===== src/hdl/cbc_pkg.sv =====
`default_nettype none

package cbc_pkg;

  // Default sizes of the body mask store and of the group space.
  localparam int unsigned CBC_MAX_BODIES = 1024;
  localparam int unsigned CBC_MAX_GROUPS = 32;

  // Field widths of the input and result words.
  localparam int unsigned BODY_W  = 10;
  localparam int unsigned COUNT_W = 3;
  localparam int unsigned GROUP_W = 5;
  localparam int unsigned INDEX_W = 16;

  // A constraint carries four body fields; a slot selects one of them.
  localparam int unsigned CBC_BODIES_PER_CONSTRAINT = 4;
  localparam int unsigned SLOT_W = 2;

  // Every mask entry carries an epoch tag, so a restart does not need to sweep the store.
  localparam int unsigned EPOCH_W = 4;

  localparam int unsigned BODY_SPAN = 1 << BODY_W;
  localparam logic [INDEX_W-1:0] INDEX_MAX = '1;

  // Commands from the controller to the datapath.
  typedef struct packed {
    logic              load;      // capture the accepted input word
    logic              rd;        // read the mask of body slot 'slot'
    logic              pick;      // choose the group for the constraint
    logic              wr;        // write the updated mask of body slot 'slot'
    logic              clr;       // write one zero entry of the clearing sweep
    logic              out_load;  // move the result into the output register
    logic [SLOT_W-1:0] slot;
  } cbc_cmd_t;

  // Status from the datapath to the controller.
  typedef struct packed {
    logic [COUNT_W-1:0] count;     // clamped body count of the current constraint
    logic               wrap_req;  // a restart on the input would wrap the epoch
    logic               clr_last;  // the clearing sweep is at its last entry
    logic               skip_wr;   // overflow or no body: no mask is written
    logic               out_free;  // the output register can take a result now
  } cbc_sts_t;

endpackage

`default_nettype wire


===== src/hdl/cbc_ctrl.sv =====
`default_nettype none

module cbc_ctrl (
  input  logic              clk,
  input  logic              rst_n,
  input  logic              in_valid,
  output logic              in_ready,
  input  cbc_pkg::cbc_sts_t sts,
  output cbc_pkg::cbc_cmd_t cmd
);
  import cbc_pkg::*;

  typedef enum logic [5:0] {
    S_CLEAR  = 6'b000001,
    S_IDLE   = 6'b000010,
    S_READ   = 6'b000100,
    S_PICK   = 6'b001000,
    S_WRITE  = 6'b010000,
    S_FINISH = 6'b100000
  } cbc_state_t;

  cbc_state_t        state_r, state_nxt;
  logic [SLOT_W-1:0] slot_r, slot_nxt;
  logic              pend_r, pend_nxt;
  logic              last_slot;

  assign last_slot = ((COUNT_W'(slot_r) + COUNT_W'(1)) == sts.count);

  always_comb begin
    state_nxt = state_r;
    slot_nxt  = slot_r;
    pend_nxt  = pend_r;
    in_ready  = 1'b0;
    cmd       = '0;
    unique case (state_r)
      S_CLEAR: begin
        cmd.clr = 1'b1;
        if (sts.clr_last) begin
          state_nxt = pend_r ? S_READ : S_IDLE;
          pend_nxt  = 1'b0;
        end
      end
      S_IDLE: begin
        in_ready = 1'b1;
        if (in_valid) begin
          cmd.load = 1'b1;
          slot_nxt = '0;
          if (sts.wrap_req) begin
            state_nxt = S_CLEAR;
            pend_nxt  = 1'b1;
          end else begin
            state_nxt = S_READ;
          end
        end
      end
      S_READ: begin
        if (sts.count == '0) begin
          state_nxt = S_PICK;
        end else begin
          cmd.rd   = 1'b1;
          cmd.slot = slot_r;
          if (last_slot) begin
            state_nxt = S_PICK;
            slot_nxt  = '0;
          end else begin
            slot_nxt = slot_r + 1'b1;
          end
        end
      end
      S_PICK: begin
        cmd.pick  = 1'b1;
        state_nxt = S_WRITE;
      end
      S_WRITE: begin
        if (!sts.skip_wr) begin
          cmd.wr   = 1'b1;
          cmd.slot = slot_r;
        end
        if (sts.skip_wr || last_slot) begin
          slot_nxt = '0;
          if (sts.out_free) begin
            cmd.out_load = 1'b1;
            state_nxt    = S_IDLE;
          end else begin
            state_nxt = S_FINISH;
          end
        end else begin
          slot_nxt = slot_r + 1'b1;
        end
      end
      S_FINISH: begin
        if (sts.out_free) begin
          cmd.out_load = 1'b1;
          state_nxt    = S_IDLE;
        end
      end
      default: begin
        state_nxt = S_IDLE;
      end
    endcase
  end

  always_ff @(posedge clk) begin
    if (!rst_n) begin
      state_r <= S_CLEAR;
      slot_r  <= '0;
      pend_r  <= 1'b0;
    end else begin
      state_r <= state_nxt;
      slot_r  <= slot_nxt;
      pend_r  <= pend_nxt;
    end
  end

endmodule

`default_nettype wire

===== config.mk =====
export PLATFORM = sky130hd
export DESIGN_NAME = cbc_ctrl
export DESIGN_NICKNAME = d
export VERILOG_FILES = /design/src/hdl/cbc_pkg.sv /design/src/hdl/cbc_ctrl.sv
export SDC_FILE = /design/constraint.sdc
export NUM_CORES = 1
export LEC_CHECK = 0
export BUFFER_PORTS_ARGS = -buffer_cell sky130_fd_sc_hd__buf_4
export CORE_MARGIN = 2
export CORE_UTILIZATION = 35
export DETAILED_ROUTE_END_ITERATION = 10
export SYNTH_ARGS = -nofsm -noshare
export SYNTH_HDL_FRONTEND = slang
export SYNTH_SLANG_ARGS = --single-unit

===== constraint.sdc =====
create_clock -name clk -period 6.7 [get_ports clk]
set_clock_uncertainty 0.2 [all_clocks]
set_input_delay 0.335 -clock clk [delete_from_list [all_inputs] [get_ports clk]]
set_output_delay 0.335 -clock clk [all_outputs]
set_load 0.05 [all_outputs]

==> metrics.txt, run 1 <==
Post-CTS Hold Buffers=0; total power=0.000162 W; Worst Tran Pin Value=roughly 0.77 ns; static leakage=0.371 nW; antenna-violating nets left=0; EDFF count, synth=0; WL final=about 1600 um; final hold violation count=0; Sw Share=36.7%; Critical Path Start=state_r[4]$_SDFFE_PN0P_; period utilization=roughly two fifths; Top cell by count, worst path=or4_4; main flop type after synthesis=dfxtp_1; fillers=about 200; Non-Filler Instances=between 100 and 150; Pint=~0.00010 W; HP Class=in -> reg; Netlist cell types=37; Crit-path slowest cell=or4_4; PwrDens=191 nW/um^2; # setup viols final=0; total I/O pin count=19; post-synthesis sequential area ratio=26.8%; fraction of layout cells with a size suffix above 1=27.9%; Clk pwr share=approximately a quarter; Detailed Route Iter0 Violations=1; crit start category=register; I/O Buffers=18; final-report max-slew violation count=0; Final HPWL DP=roughly 1300 um; Synth area leaders=dfxtp_1 27%, o21a_1 4.5%, nor2_1 3.9%; Initial Utilization=38.1%; Yosys reg bits=9; vias in the first global route=585; Psw=0.0000597 W; Peak supply drop=approximately 110 uV; via/cell ratio=5.29; CP endpoint kind=output pin; CP Class=reg -> out; f_max=374 MHz; Reg2Reg Depth=5; status=finished, final reports clean; Slowest Stage Delay on Critical Path=0.56 ns; Area Growth Syn to Fin=26.4%; post_cts resized=0; Logic pwr share=35.5%; CP delay by family, top=simple AND/OR/NAND/NOR gates; TritonCTS clock tree=done; GRT Resource Usage Total=16.7%; Clock transition at path regs=0.06 ns; Pre-antenna DRT Iters=4; max-cap violations=0; cts bufs inserted=3; Ys Warns=0; Site Rows=15; Bufs and invs on worst path=1; FF-to-FF setup slack=between 4 and 5 ns; RSZ-0062 raised after global routing=no; setup tns final=0 ns; diode count=0; Die Wd=47.8 um; Bufs on Longest Clock Path=2; htree depth=1; clk_lat worst skew=roughly 0.26 ns; Tmin final=2.67 ns; Net Count, Synth=95; CTS Sinks=9; R2R Path Start=state_r[4]$_SDFFE_PN0P_; Post-Synthesis Cells=84; first-pass GRT wire length=2640 um; Overflow after GRT=0; Async SR Flop Fraction=0%; routed vias=between 600 and 700; crit-path max FO=8; worst path cell trace=or4_4 -> or4_4 -> nand2_1 -> and2_1 -> buf_4; area leader, netlist=dfxtp_1; Avg WL per Cell=12.5 um; Seq pwr share=about 39%; placed instance count=125; Rel. slew slack=between 40% and 50%; initial antenna violation count=0; # Post-CTS Setup Buffers=0; Post-Route Utilization=48.2%; Die H=47.8 um; Mapped Avg Cell Area=8.00 um^2; die area=2290 um^2; WP data required=~6.2 ns; Mapped Area=672 um^2; Worst R2R End=state_r[0]$_SDFFE_PN1P_; NumNets Final=116; area fraction of the dominant cell type after synthesis=26.8%; post-route DRC violation count=0; Root Buffer=clkbuf_4; Worst EP arrival=roughly 2.1 ns; largest net degree at the start of global routing=10; Setup crit end=cmd[0]; Core Region=around 1800 um^2; gpl congestion=0.847; path length in cells of the critical path=5
[placed cells by master, fill, tap and decap left out, types with 3 or more instances in the layout]
cell type / count
and2_1: 3
nand2_1: 6
inv_1: 4
buf_4: 18
clkbuf_4: 3
nor2_1: 7
o21a_1: 4
nor4_1: 3
xor2_1: 3
dfxtp_1: 9
nor3_1: 5
a21oi_1: 3
o21ai_0: 4
[synthesized netlist by cell type (3+ instances only)]
cell type and count:
nor4_1 3, dfxtp_1 9, nand2_1 6, xor2_1 3, o21a_1 4, and2_1 3
nor3_1 5, o21ai_0 4, a21oi_1 3, nor2_1 7, inv_1 4
[power by group through the flow]
stage,clock [W],combinational (W),sequential [W]
finish,0.0000418,0.0000576,0.0000631
global route,0.0000450,0.0000631,0.0000639
CTS,0.0000418,0.0000580,0.0000629
detailed placement,0,0.0000573,0.0000640
global placement,0,0.0000574,0.0000636
floorplan,0,0.0000443,0.0000617
[cells by family after synthesis]
logic type	after synthesis	share of synthesized area (%)
AND/OR/NAND/NOR	40	34.6
buffers and inverters	8	5.59
adder cells (fa/ha/maj)	1	1.86
AO/OA/AOI/OAI	22	25.9
XOR/XNOR	4	5.22
flip-flops	9	26.8
[routing by layer]
metal / vias to the layer above / track usage, % / part of all wire (%)
met3: 5 / 2.26 / 4.6
met5: - / 0 / 0
met2: 16 / 25.1 / 44
met1: 310 / 23.1 / 49
met4: 0 / 8.65 / 2.3
li1: 351 / - / -
[layout make-up]
| cell class | count | area [um^2] | area share (%) |
|---|---|---|---|
| Clock buffer | 4 | 26.3 | 3.09 |
| Inverter | 6 | 22.5 | 2.65 |
| Multi-Input combinational cell | 67 | 454 | 53.5 |
| Sequential cell | 9 | 180 | 21.2 |
| Tap cell | 25 | 31.3 | 3.68 |
| Timing Repair Buffer | 18 | 135 | 15.9 |
[registers in the layout (all words and copies together), names as in the netlist]
signal   count
pend_r       1
slot_r       2
state_r      6
[worst min path at each step]
stage	from	cells after the start	endpoint
final	sts[0]	2	state_r[5]$_SDFFE_PN0P_
after global routing	sts[0]	2	state_r[5]$_SDFFE_PN0P_
after CTS	sts[0]	2	state_r[5]$_SDFFE_PN0P_
after detailed placement	slot_r[1]$_SDFFE_PN0P_	2	slot_r[1]$_SDFFE_PN0P_
after global placement	slot_r[1]$_SDFFE_PN0P_	2	slot_r[1]$_SDFFE_PN0P_
after floorplan	sts[0]	1	state_r[5]$_SDFFE_PN0P_
[per-stage QoR]
step	hold WS [ns]	cell area, um^2	worst slack, ns
global route	0.111	850	3.95
finish	0.0873	850	4.03
global placement	0.292	823	4.33
floorplan	0.236	672	4.13
detailed placement	0.301	823	4.29
CTS	0.0908	850	4.01
Power figures use the tool's default switching activity.
==> run 2, diff against run 1 <==
==> constraint.sdc (replaced) <==
create_clock -name clk -period 2.5 [get_ports clk]
set_clock_uncertainty 0.2 [all_clocks]
set_input_delay 0.125 -clock clk [delete_from_list [all_inputs] [get_ports clk]]
set_output_delay 0.125 -clock clk [all_outputs]
set_load 0.05 [all_outputs]
==> run 2 against run 1 <==
Against the previous run:
- via count is 0.44% higher
- critical path depth stayed put
- sequential cell count stayed put
- register-to-register slack worse by 4.2 ns
- global-route usage is 0.47 points higher
- die area stayed put
- combinational power grew to 2.8 times the previous value
- clock power grew to 2.6 times the previous value
- final area is 6.0% higher
- sequential power grew to 2.6 times the previous value
- final cell count is 3.9% higher
- critical path type unchanged
- largest cell class unchanged
==> metrics.txt, run 2 (synthesized netlist as in run 1, its figures left out) <==
htree depth=1 (unchanged); M3 GR Usage=2.26% (unchanged); I/O Buffers=18 (unchanged); Tmin final=2.41 ns; final-report max-slew violation count=0 (unchanged); HP Class=in -> reg (unchanged); hold path depth=4 (was 2); Overflow after GRT=0 (unchanged); period utilization=slightly below 100%; Sw Share=36.0% (was 36.7%); GRT Resource Usage Total=17.2% (was 16.7%); Site Rows=15 (unchanged); R2R Path Start=state_r[0]$_SDFFE_PN1P_ (was state_r[4]$_SDFFE_PN0P_); fillers=186 (was 198); PwrDens=490 nW/um^2 (was 191 nW/um^2); crit start category=register (unchanged); Die Wd=47.8 um (unchanged); GR Util met2=28.5% (was 25.1%); die area=2290 um^2 (unchanged); WP data required=2.17 ns (was 6.16 ns); final hold violation count=0 (unchanged); Reg with most FFs=state_r (unchanged); via/cell ratio=5.11 (was 5.29); FF-to-FF setup slack=0.19 ns (was 4.38 ns); Slowest Stage Delay on Critical Path=0.54 ns (was 0.56 ns); largest net degree at the start of global routing=10 (unchanged); Avg WL per Cell=12.0 um (was 12.5 um); CTS Sinks=9 (unchanged); Root Buffer=clkbuf_4 (unchanged); routed vias=685 (was 682); Rel. slew slack=72.4% (was 48.2%); antenna-violating nets left=0 (unchanged); RSZ-0062 raised after global routing=no (unchanged); Pint=0.000283 W (was 0.000103 W); status=finished, final reports clean (unchanged); busiest grt layer=met2 (unchanged); Top cell by count, worst path=or4_4 (unchanged); Worst Tran Pin Value=0.412 ns (was 0.770 ns); Hold Crit Endpoint=state_r[2]$_SDFFE_PN0P_ (was state_r[5]$_SDFFE_PN0P_); setup tns final=0 ns (unchanged); Core Region=1760 um^2 (unchanged); fraction of layout cells with a size suffix above 1=30.3% (was 27.9%); most common library cell in the layout ignoring fill and taps=buf_4 (unchanged); Area Growth Syn to Fin=34.1% (was 26.4%); met1 global-route usage=21.8% (was 23.1%); diode count=0 (unchanged); WL final=1610 um (about the same); Reg2Reg Depth=5 (unchanged); Seq pwr share=37.9% (was 38.8%); Initial Utilization=38.1% (unchanged); TritonCTS clock tree=done (unchanged); min-delay src=sts[3] (was sts[0]); Post-Route Utilization=51.1% (was 48.2%); Worst EP arrival=2.09 ns (was 2.14 ns); # Post-CTS Setup Buffers=0 (unchanged); Detailed Route Iter0 Violations=10 (was 1); Cell Area, Placed=846 um^2 (was 823 um^2); Peak supply drop=314 uV (was 105 uV); Clk pwr share=25.0% (was 25.7%); crit-path max FO=7 (was 8); first-pass GRT wire length=2750 um (was 2640 um); # setup viols final=0 (unchanged); Logic pwr share=37.1% (was 35.5%); Crit-path slowest cell=or4_4 (unchanged); fin area=901 um^2 (was 850 um^2); Clock transition at path regs=0.06 ns (about the same); NumNets Final=121 (was 116); clk_lat worst skew=0.26 ns (about the same); total I/O pin count=19 (unchanged); max-cap violations=0 (unchanged); Bufs on Longest Clock Path=2 (unchanged); initial antenna violation count=0 (unchanged); static leakage=0.397 nW (was 0.371 nW); vias in the first global route=638 (was 585); biggest regs=state_r: 6 flops, slot_r: 2 flops, pend_r: 1 flops (unchanged); cts bufs inserted=3 (unchanged); Final HPWL DP=1250 um (was 1290 um); post-route DRC violation count=0 (unchanged); most frequent cells in the layout=19 x buf_4, 8 x dfxtp_1, 7 x nor2_1 (was 18 x buf_4, 9 x dfxtp_1, 7 x nor2_1); CP endpoint kind=output pin (unchanged); CP Class=reg -> out (unchanged); worst path cell trace=or4_4 -> or4_4 -> nand2_1 -> and2_1 -> buf_6 (was or4_4 -> or4_4 -> nand2_1 -> and2_1 -> buf_4); Pre-antenna DRT Iters=4 (unchanged); Worst R2R End=state_r[0]$_SDFFE_PN1P_ (unchanged); f_max=414 MHz; gpl congestion=0.761 (was 0.847); Psw=0.000159 W (was 0.0000597 W); Largest register FFs=6 (unchanged); Die H=47.8 um (unchanged)
[run 2: changes by cell type in the layout (fill, tap and decap cells not counted), sizes merged]
cell | before | now
dlygate4sd3 | 0 | 2
buf | 18 | 21
[run 2: power groups by stage]
stage / Combinational, W / Sequential [W] / Clock, W
2_1_floorplan: 0.000119 / 0.000165 / 0
3_3_place_gp: 0.000161 / 0.000170 / 0
3_5_place_dp: 0.000161 / 0.000170 / 0
4_1_cts: 0.000165 / 0.000167 / 0.000114
5_1_grt: 0.000181 / 0.000170 / 0.000118
6_report: 0.000164 / 0.000167 / 0.000110
[run 2: per-layer routing]
| layer | wire, um | vias to the layer above |
|---|---|---|
| li1 | - | 359 |
| met1 | 778 | 303 |
| met2 | 735 | 18 |
| met3 | 65 | 5 |
| met4 | 29 | 0 |
| met5 | 0 | - |
[run 2: what timing repair did]
action                                 4_1_cts  5_1_grt
endpoints found under the hold margin        4        0
resized for setup                            0        3
hold buffers                                 2        0
setup endpoints to repair                    0        3
[run 2: worst max path at each step]
stage                         endpoint  cells past startpoint                     from
2_1_floorplan                   cmd[7]                      5  state_r[4]$_SDFFE_PN0P_
3_3_place_gp   state_r[0]$_SDFFE_PN1P_                      5  state_r[4]$_SDFFE_PN0P_
3_5_place_dp   state_r[0]$_SDFFE_PN1P_                      5  state_r[4]$_SDFFE_PN0P_
4_1_cts                         cmd[1]                      5  state_r[4]$_SDFFE_PN0P_
5_1_grt                         cmd[7]                      5  state_r[0]$_SDFFE_PN1P_
6_report                        cmd[1]                      5  state_r[0]$_SDFFE_PN1P_
[run 2: metrics by stage]
| stage | hold WS (ns) | setup WS [ns] | total power [W] | cells |
|---|---|---|---|---|
| floorplan | 0.0265 | 0.141 | 0.000284 | 84 |
| global placement | 0.153 | 0.170 | 0.000331 | 128 |
| detailed placement | 0.152 | 0.170 | 0.000331 | 128 |
| CTS | 0.0528 | 0.0267 | 0.000446 | 134 |
| global route | 0.0881 | 0.0223 | 0.000470 | 134 |
| finish | 0.0590 | 0.0856 | 0.000441 | 134 |
[run 2: layout make-up]
cell class	count	area (um^2)	share of cell area, %
clock buffer	4	26.3	2.92
sequential	9	181	20.1
tap	25	31.3	3.47
timing repair buffer	23	185	20.6
multi-input combinational	67	454	50.4
inverter	6	22.5	2.50
[run 2: worst max-delay path, delay by kind of cell (launching register included)]
kind / cells / cell delay (ns)
flip-flops: 1 / 0.36
buffers and inverters: 1 / 0.16
AND/OR/NAND/NOR: 4 / 1.32
==> run 3, diff against run 2 <==
--- a/config.mk
+++ b/config.mk
@@ -9,6 +9,7 @@
 export CORE_MARGIN = 2
 export CORE_UTILIZATION = 35
 export DETAILED_ROUTE_END_ITERATION = 10
+export SETUP_SLACK_MARGIN = 0.3
 export SYNTH_ARGS = -nofsm -noshare
 export SYNTH_HDL_FRONTEND = slang
 export SYNTH_SLANG_ARGS = --single-unit
==> constraint.sdc (replaced) <==
create_clock -name clk -period 2.38 [get_ports clk]
set_clock_uncertainty 0.2 [all_clocks]
set_input_delay 0.119 -clock clk [delete_from_list [all_inputs] [get_ports clk]]
set_output_delay 0.119 -clock clk [all_outputs]
set_load 0.05 [all_outputs]
==> run 3 against run 2 <==
Against the previous run:
- global-route usage grew 0.51 points
- non-clock buffer count grew 16
- routed wire length grew 22%
- final area grew 29%
- critical path type is now reg -> reg
- critical endpoint is now state_r[5]$_SDFFE_PN0P_
==> metrics.txt, run 3 (synthesized netlist as in run 1, its figures left out) <==
largest net degree at the start of global routing=10 (unchanged); most common library cell in the layout ignoring fill and taps=buf_4 (unchanged); Initial Utilization=38.1% (unchanged); Die H=47.8 um (unchanged); Final HPWL DP=1320 um (was 1250 um); Largest register FFs=6 (unchanged); Site Rows=15 (unchanged); Critical Path Start=state_r[5]$_SDFFE_PN0P_ (was state_r[0]$_SDFFE_PN1P_); # setup viols final=0 (unchanged); Reg2Reg Depth=6 (was 5); WL final=1960 um (was 1610 um); clk_lat worst skew=0.27 ns (was 0.26 ns); first-pass GRT wire length=2830 um (was 2750 um); initial antenna violation count=0 (unchanged); Tmin final=2.35 ns; Core Region=1760 um^2 (unchanged); status=finished, final reports clean (unchanged); diode count=0 (unchanged); final hold violation count=0 (unchanged); total power=0.000552 W (was 0.000441 W); total I/O pin count=19 (unchanged); Die Wd=47.8 um (unchanged); Area Growth Syn to Fin=73.2% (was 34.1%); crit-path max FO=7 (unchanged); RSZ-0062 raised after global routing=yes (was no); antenna-violating nets left=0 (unchanged); CP Class=reg -> reg (was reg -> out); R2R Path Start=state_r[5]$_SDFFE_PN0P_ (was state_r[0]$_SDFFE_PN1P_); biggest regs=state_r: 6 flops, slot_r: 2 flops, pend_r: 1 flops (unchanged); Worst Tran Pin Value=0.423 ns (was 0.412 ns); routed vias=767 (was 685); fraction of layout cells with a size suffix above 1=52.8% (was 30.3%); vias in the first global route=646 (was 638); htree depth=1 (unchanged); CP endpoint kind=register (was output pin); Setup crit end=state_r[5]$_SDFFE_PN0P_ (was cmd[1]); post-route DRC violation count=0 (unchanged); GRT Resource Usage Total=17.7% (was 17.2%); Bufs on Longest Clock Path=2 (unchanged); Overflow after GRT=0 (unchanged); period utilization=98.9%; Rel. slew slack=71.5% (was 72.4%); Cell Area, Placed=905 um^2 (was 846 um^2); Root Buffer=clkbuf_4 (unchanged); Clock transition at path regs=0.06 ns (about the same); CTS Sinks=9 (unchanged); NumNets Final=137 (was 121); crit start category=register (unchanged); FF-to-FF setup slack=0.03 ns (was 0.19 ns); Non-Filler Instances=150 (was 134); via/cell ratio=5.11 (about the same); PwrDens=474 nW/um^2 (was 490 nW/um^2); Pre-antenna DRT Iters=4 (unchanged); HP Class=in -> reg (unchanged); static leakage=0.505 nW (was 0.397 nW); placed instance count=132 (was 128); WP data required=2.31 ns (was 2.17 ns); TritonCTS clock tree=done (unchanged); Reg with most FFs=state_r (unchanged); gpl congestion=0.755 (was 0.761); final-report max-slew violation count=0 (unchanged); die area=2290 um^2 (unchanged); cts bufs inserted=3 (unchanged); Peak supply drop=351 uV (was 314 uV); f_max=425 MHz; max-cap violations=0 (unchanged); most frequent cells in the layout=27 x buf_4, 7 x nor2_1, 6 x dfxtp_1 (was 19 x buf_4, 8 x dfxtp_1, 7 x nor2_1); Worst R2R End=state_r[5]$_SDFFE_PN0P_ (was state_r[0]$_SDFFE_PN1P_); fin area=1160 um^2 (was 901 um^2); Avg WL per Cell=13.1 um (was 12.0 um); Worst EP arrival=2.29 ns (was 2.09 ns); I/O Buffers=18 (unchanged); Detailed Route Iter0 Violations=21 (was 10)
run 3: changes by cell type in the layout (fill, tap and decap cells not counted), sizes merged:
cell	previous run	this run
buf	21	37
clkinvlp	0	1
inv	6	5
run 3: how the worst min path moves through the flow:
stage                      start                 endpoint  slack [ns]  cells after the start
after floorplan           sts[0]  state_r[5]$_SDFFE_PN0P_        0.02                      1
after global placement    sts[0]  state_r[5]$_SDFFE_PN0P_        0.15                      2
after detailed placement  sts[0]  state_r[5]$_SDFFE_PN0P_        0.16                      2
after CTS                 sts[3]  state_r[2]$_SDFFE_PN0P_        0.02                      4
after global routing      sts[3]  state_r[2]$_SDFFE_PN0P_        0.05                      4
final                     sts[3]  state_r[2]$_SDFFE_PN0P_        0.04                      4
run 3: final cells by class:
class | instances | area [um^2]
Fill cell | 151 | 601
Multi-Input combinational cell | 67 | 539
Timing Repair Buffer | 39 | 354
Sequential cell | 9 | 186
Tap cell | 25 | 31.3
Clock buffer | 4 | 26.3
Inverter | 6 | 26.3
run 3: per-stage QoR:
stage          hold slack [ns]  util (%)  setup TNS (ns)  worst slack (ns)
6_report                0.0366      66.0               0            0.0269
3_5_place_dp             0.156      51.3               0            0.0984
3_3_place_gp             0.150      51.3               0             0.109
2_1_floorplan           0.0205         -               0             0.226
5_1_grt                 0.0492      66.0         -0.0498           -0.0181
4_1_cts                 0.0194      60.6               0            0.0261
run 3: where the power goes:
group	internal (W)	switching [W]
registers	0.000159	0.0000152
clock network	0.0000646	0.0000536
logic	0.000126	0.000134
total	0.000349	0.000203
run 3: worst max-delay path, stage by stage (launching register included):
cell and delay (ns):
dfxtp_2 0.32, or4_4 0.53, or4_4 0.52, buf_6 0.15
a21oi_4 0.23, or3_4 0.20, o41ai_2 0.07
run 3: metal layers:
| layer | part of all wire [%] | up-vias | track usage (%) |
|---|---|---|---|
| met5 | 0 | - | 0 |
| met4 | 1.6 | 0 | 6.49 |
| met3 | 4.5 | 6 | 4.53 |
| met2 | 49 | 19 | 29.3 |
| met1 | 45 | 352 | 21.9 |
| li1 | - | 390 | - |
run 3: what timing repair did:
action,CTS,global route
hold endpoints to repair,4,0
gates cloned,0,0
setup endpoints to repair,15,16
buffers inserted,9,3
pin swaps,12,6
hold buffers,2,0
resized for setup,16,14
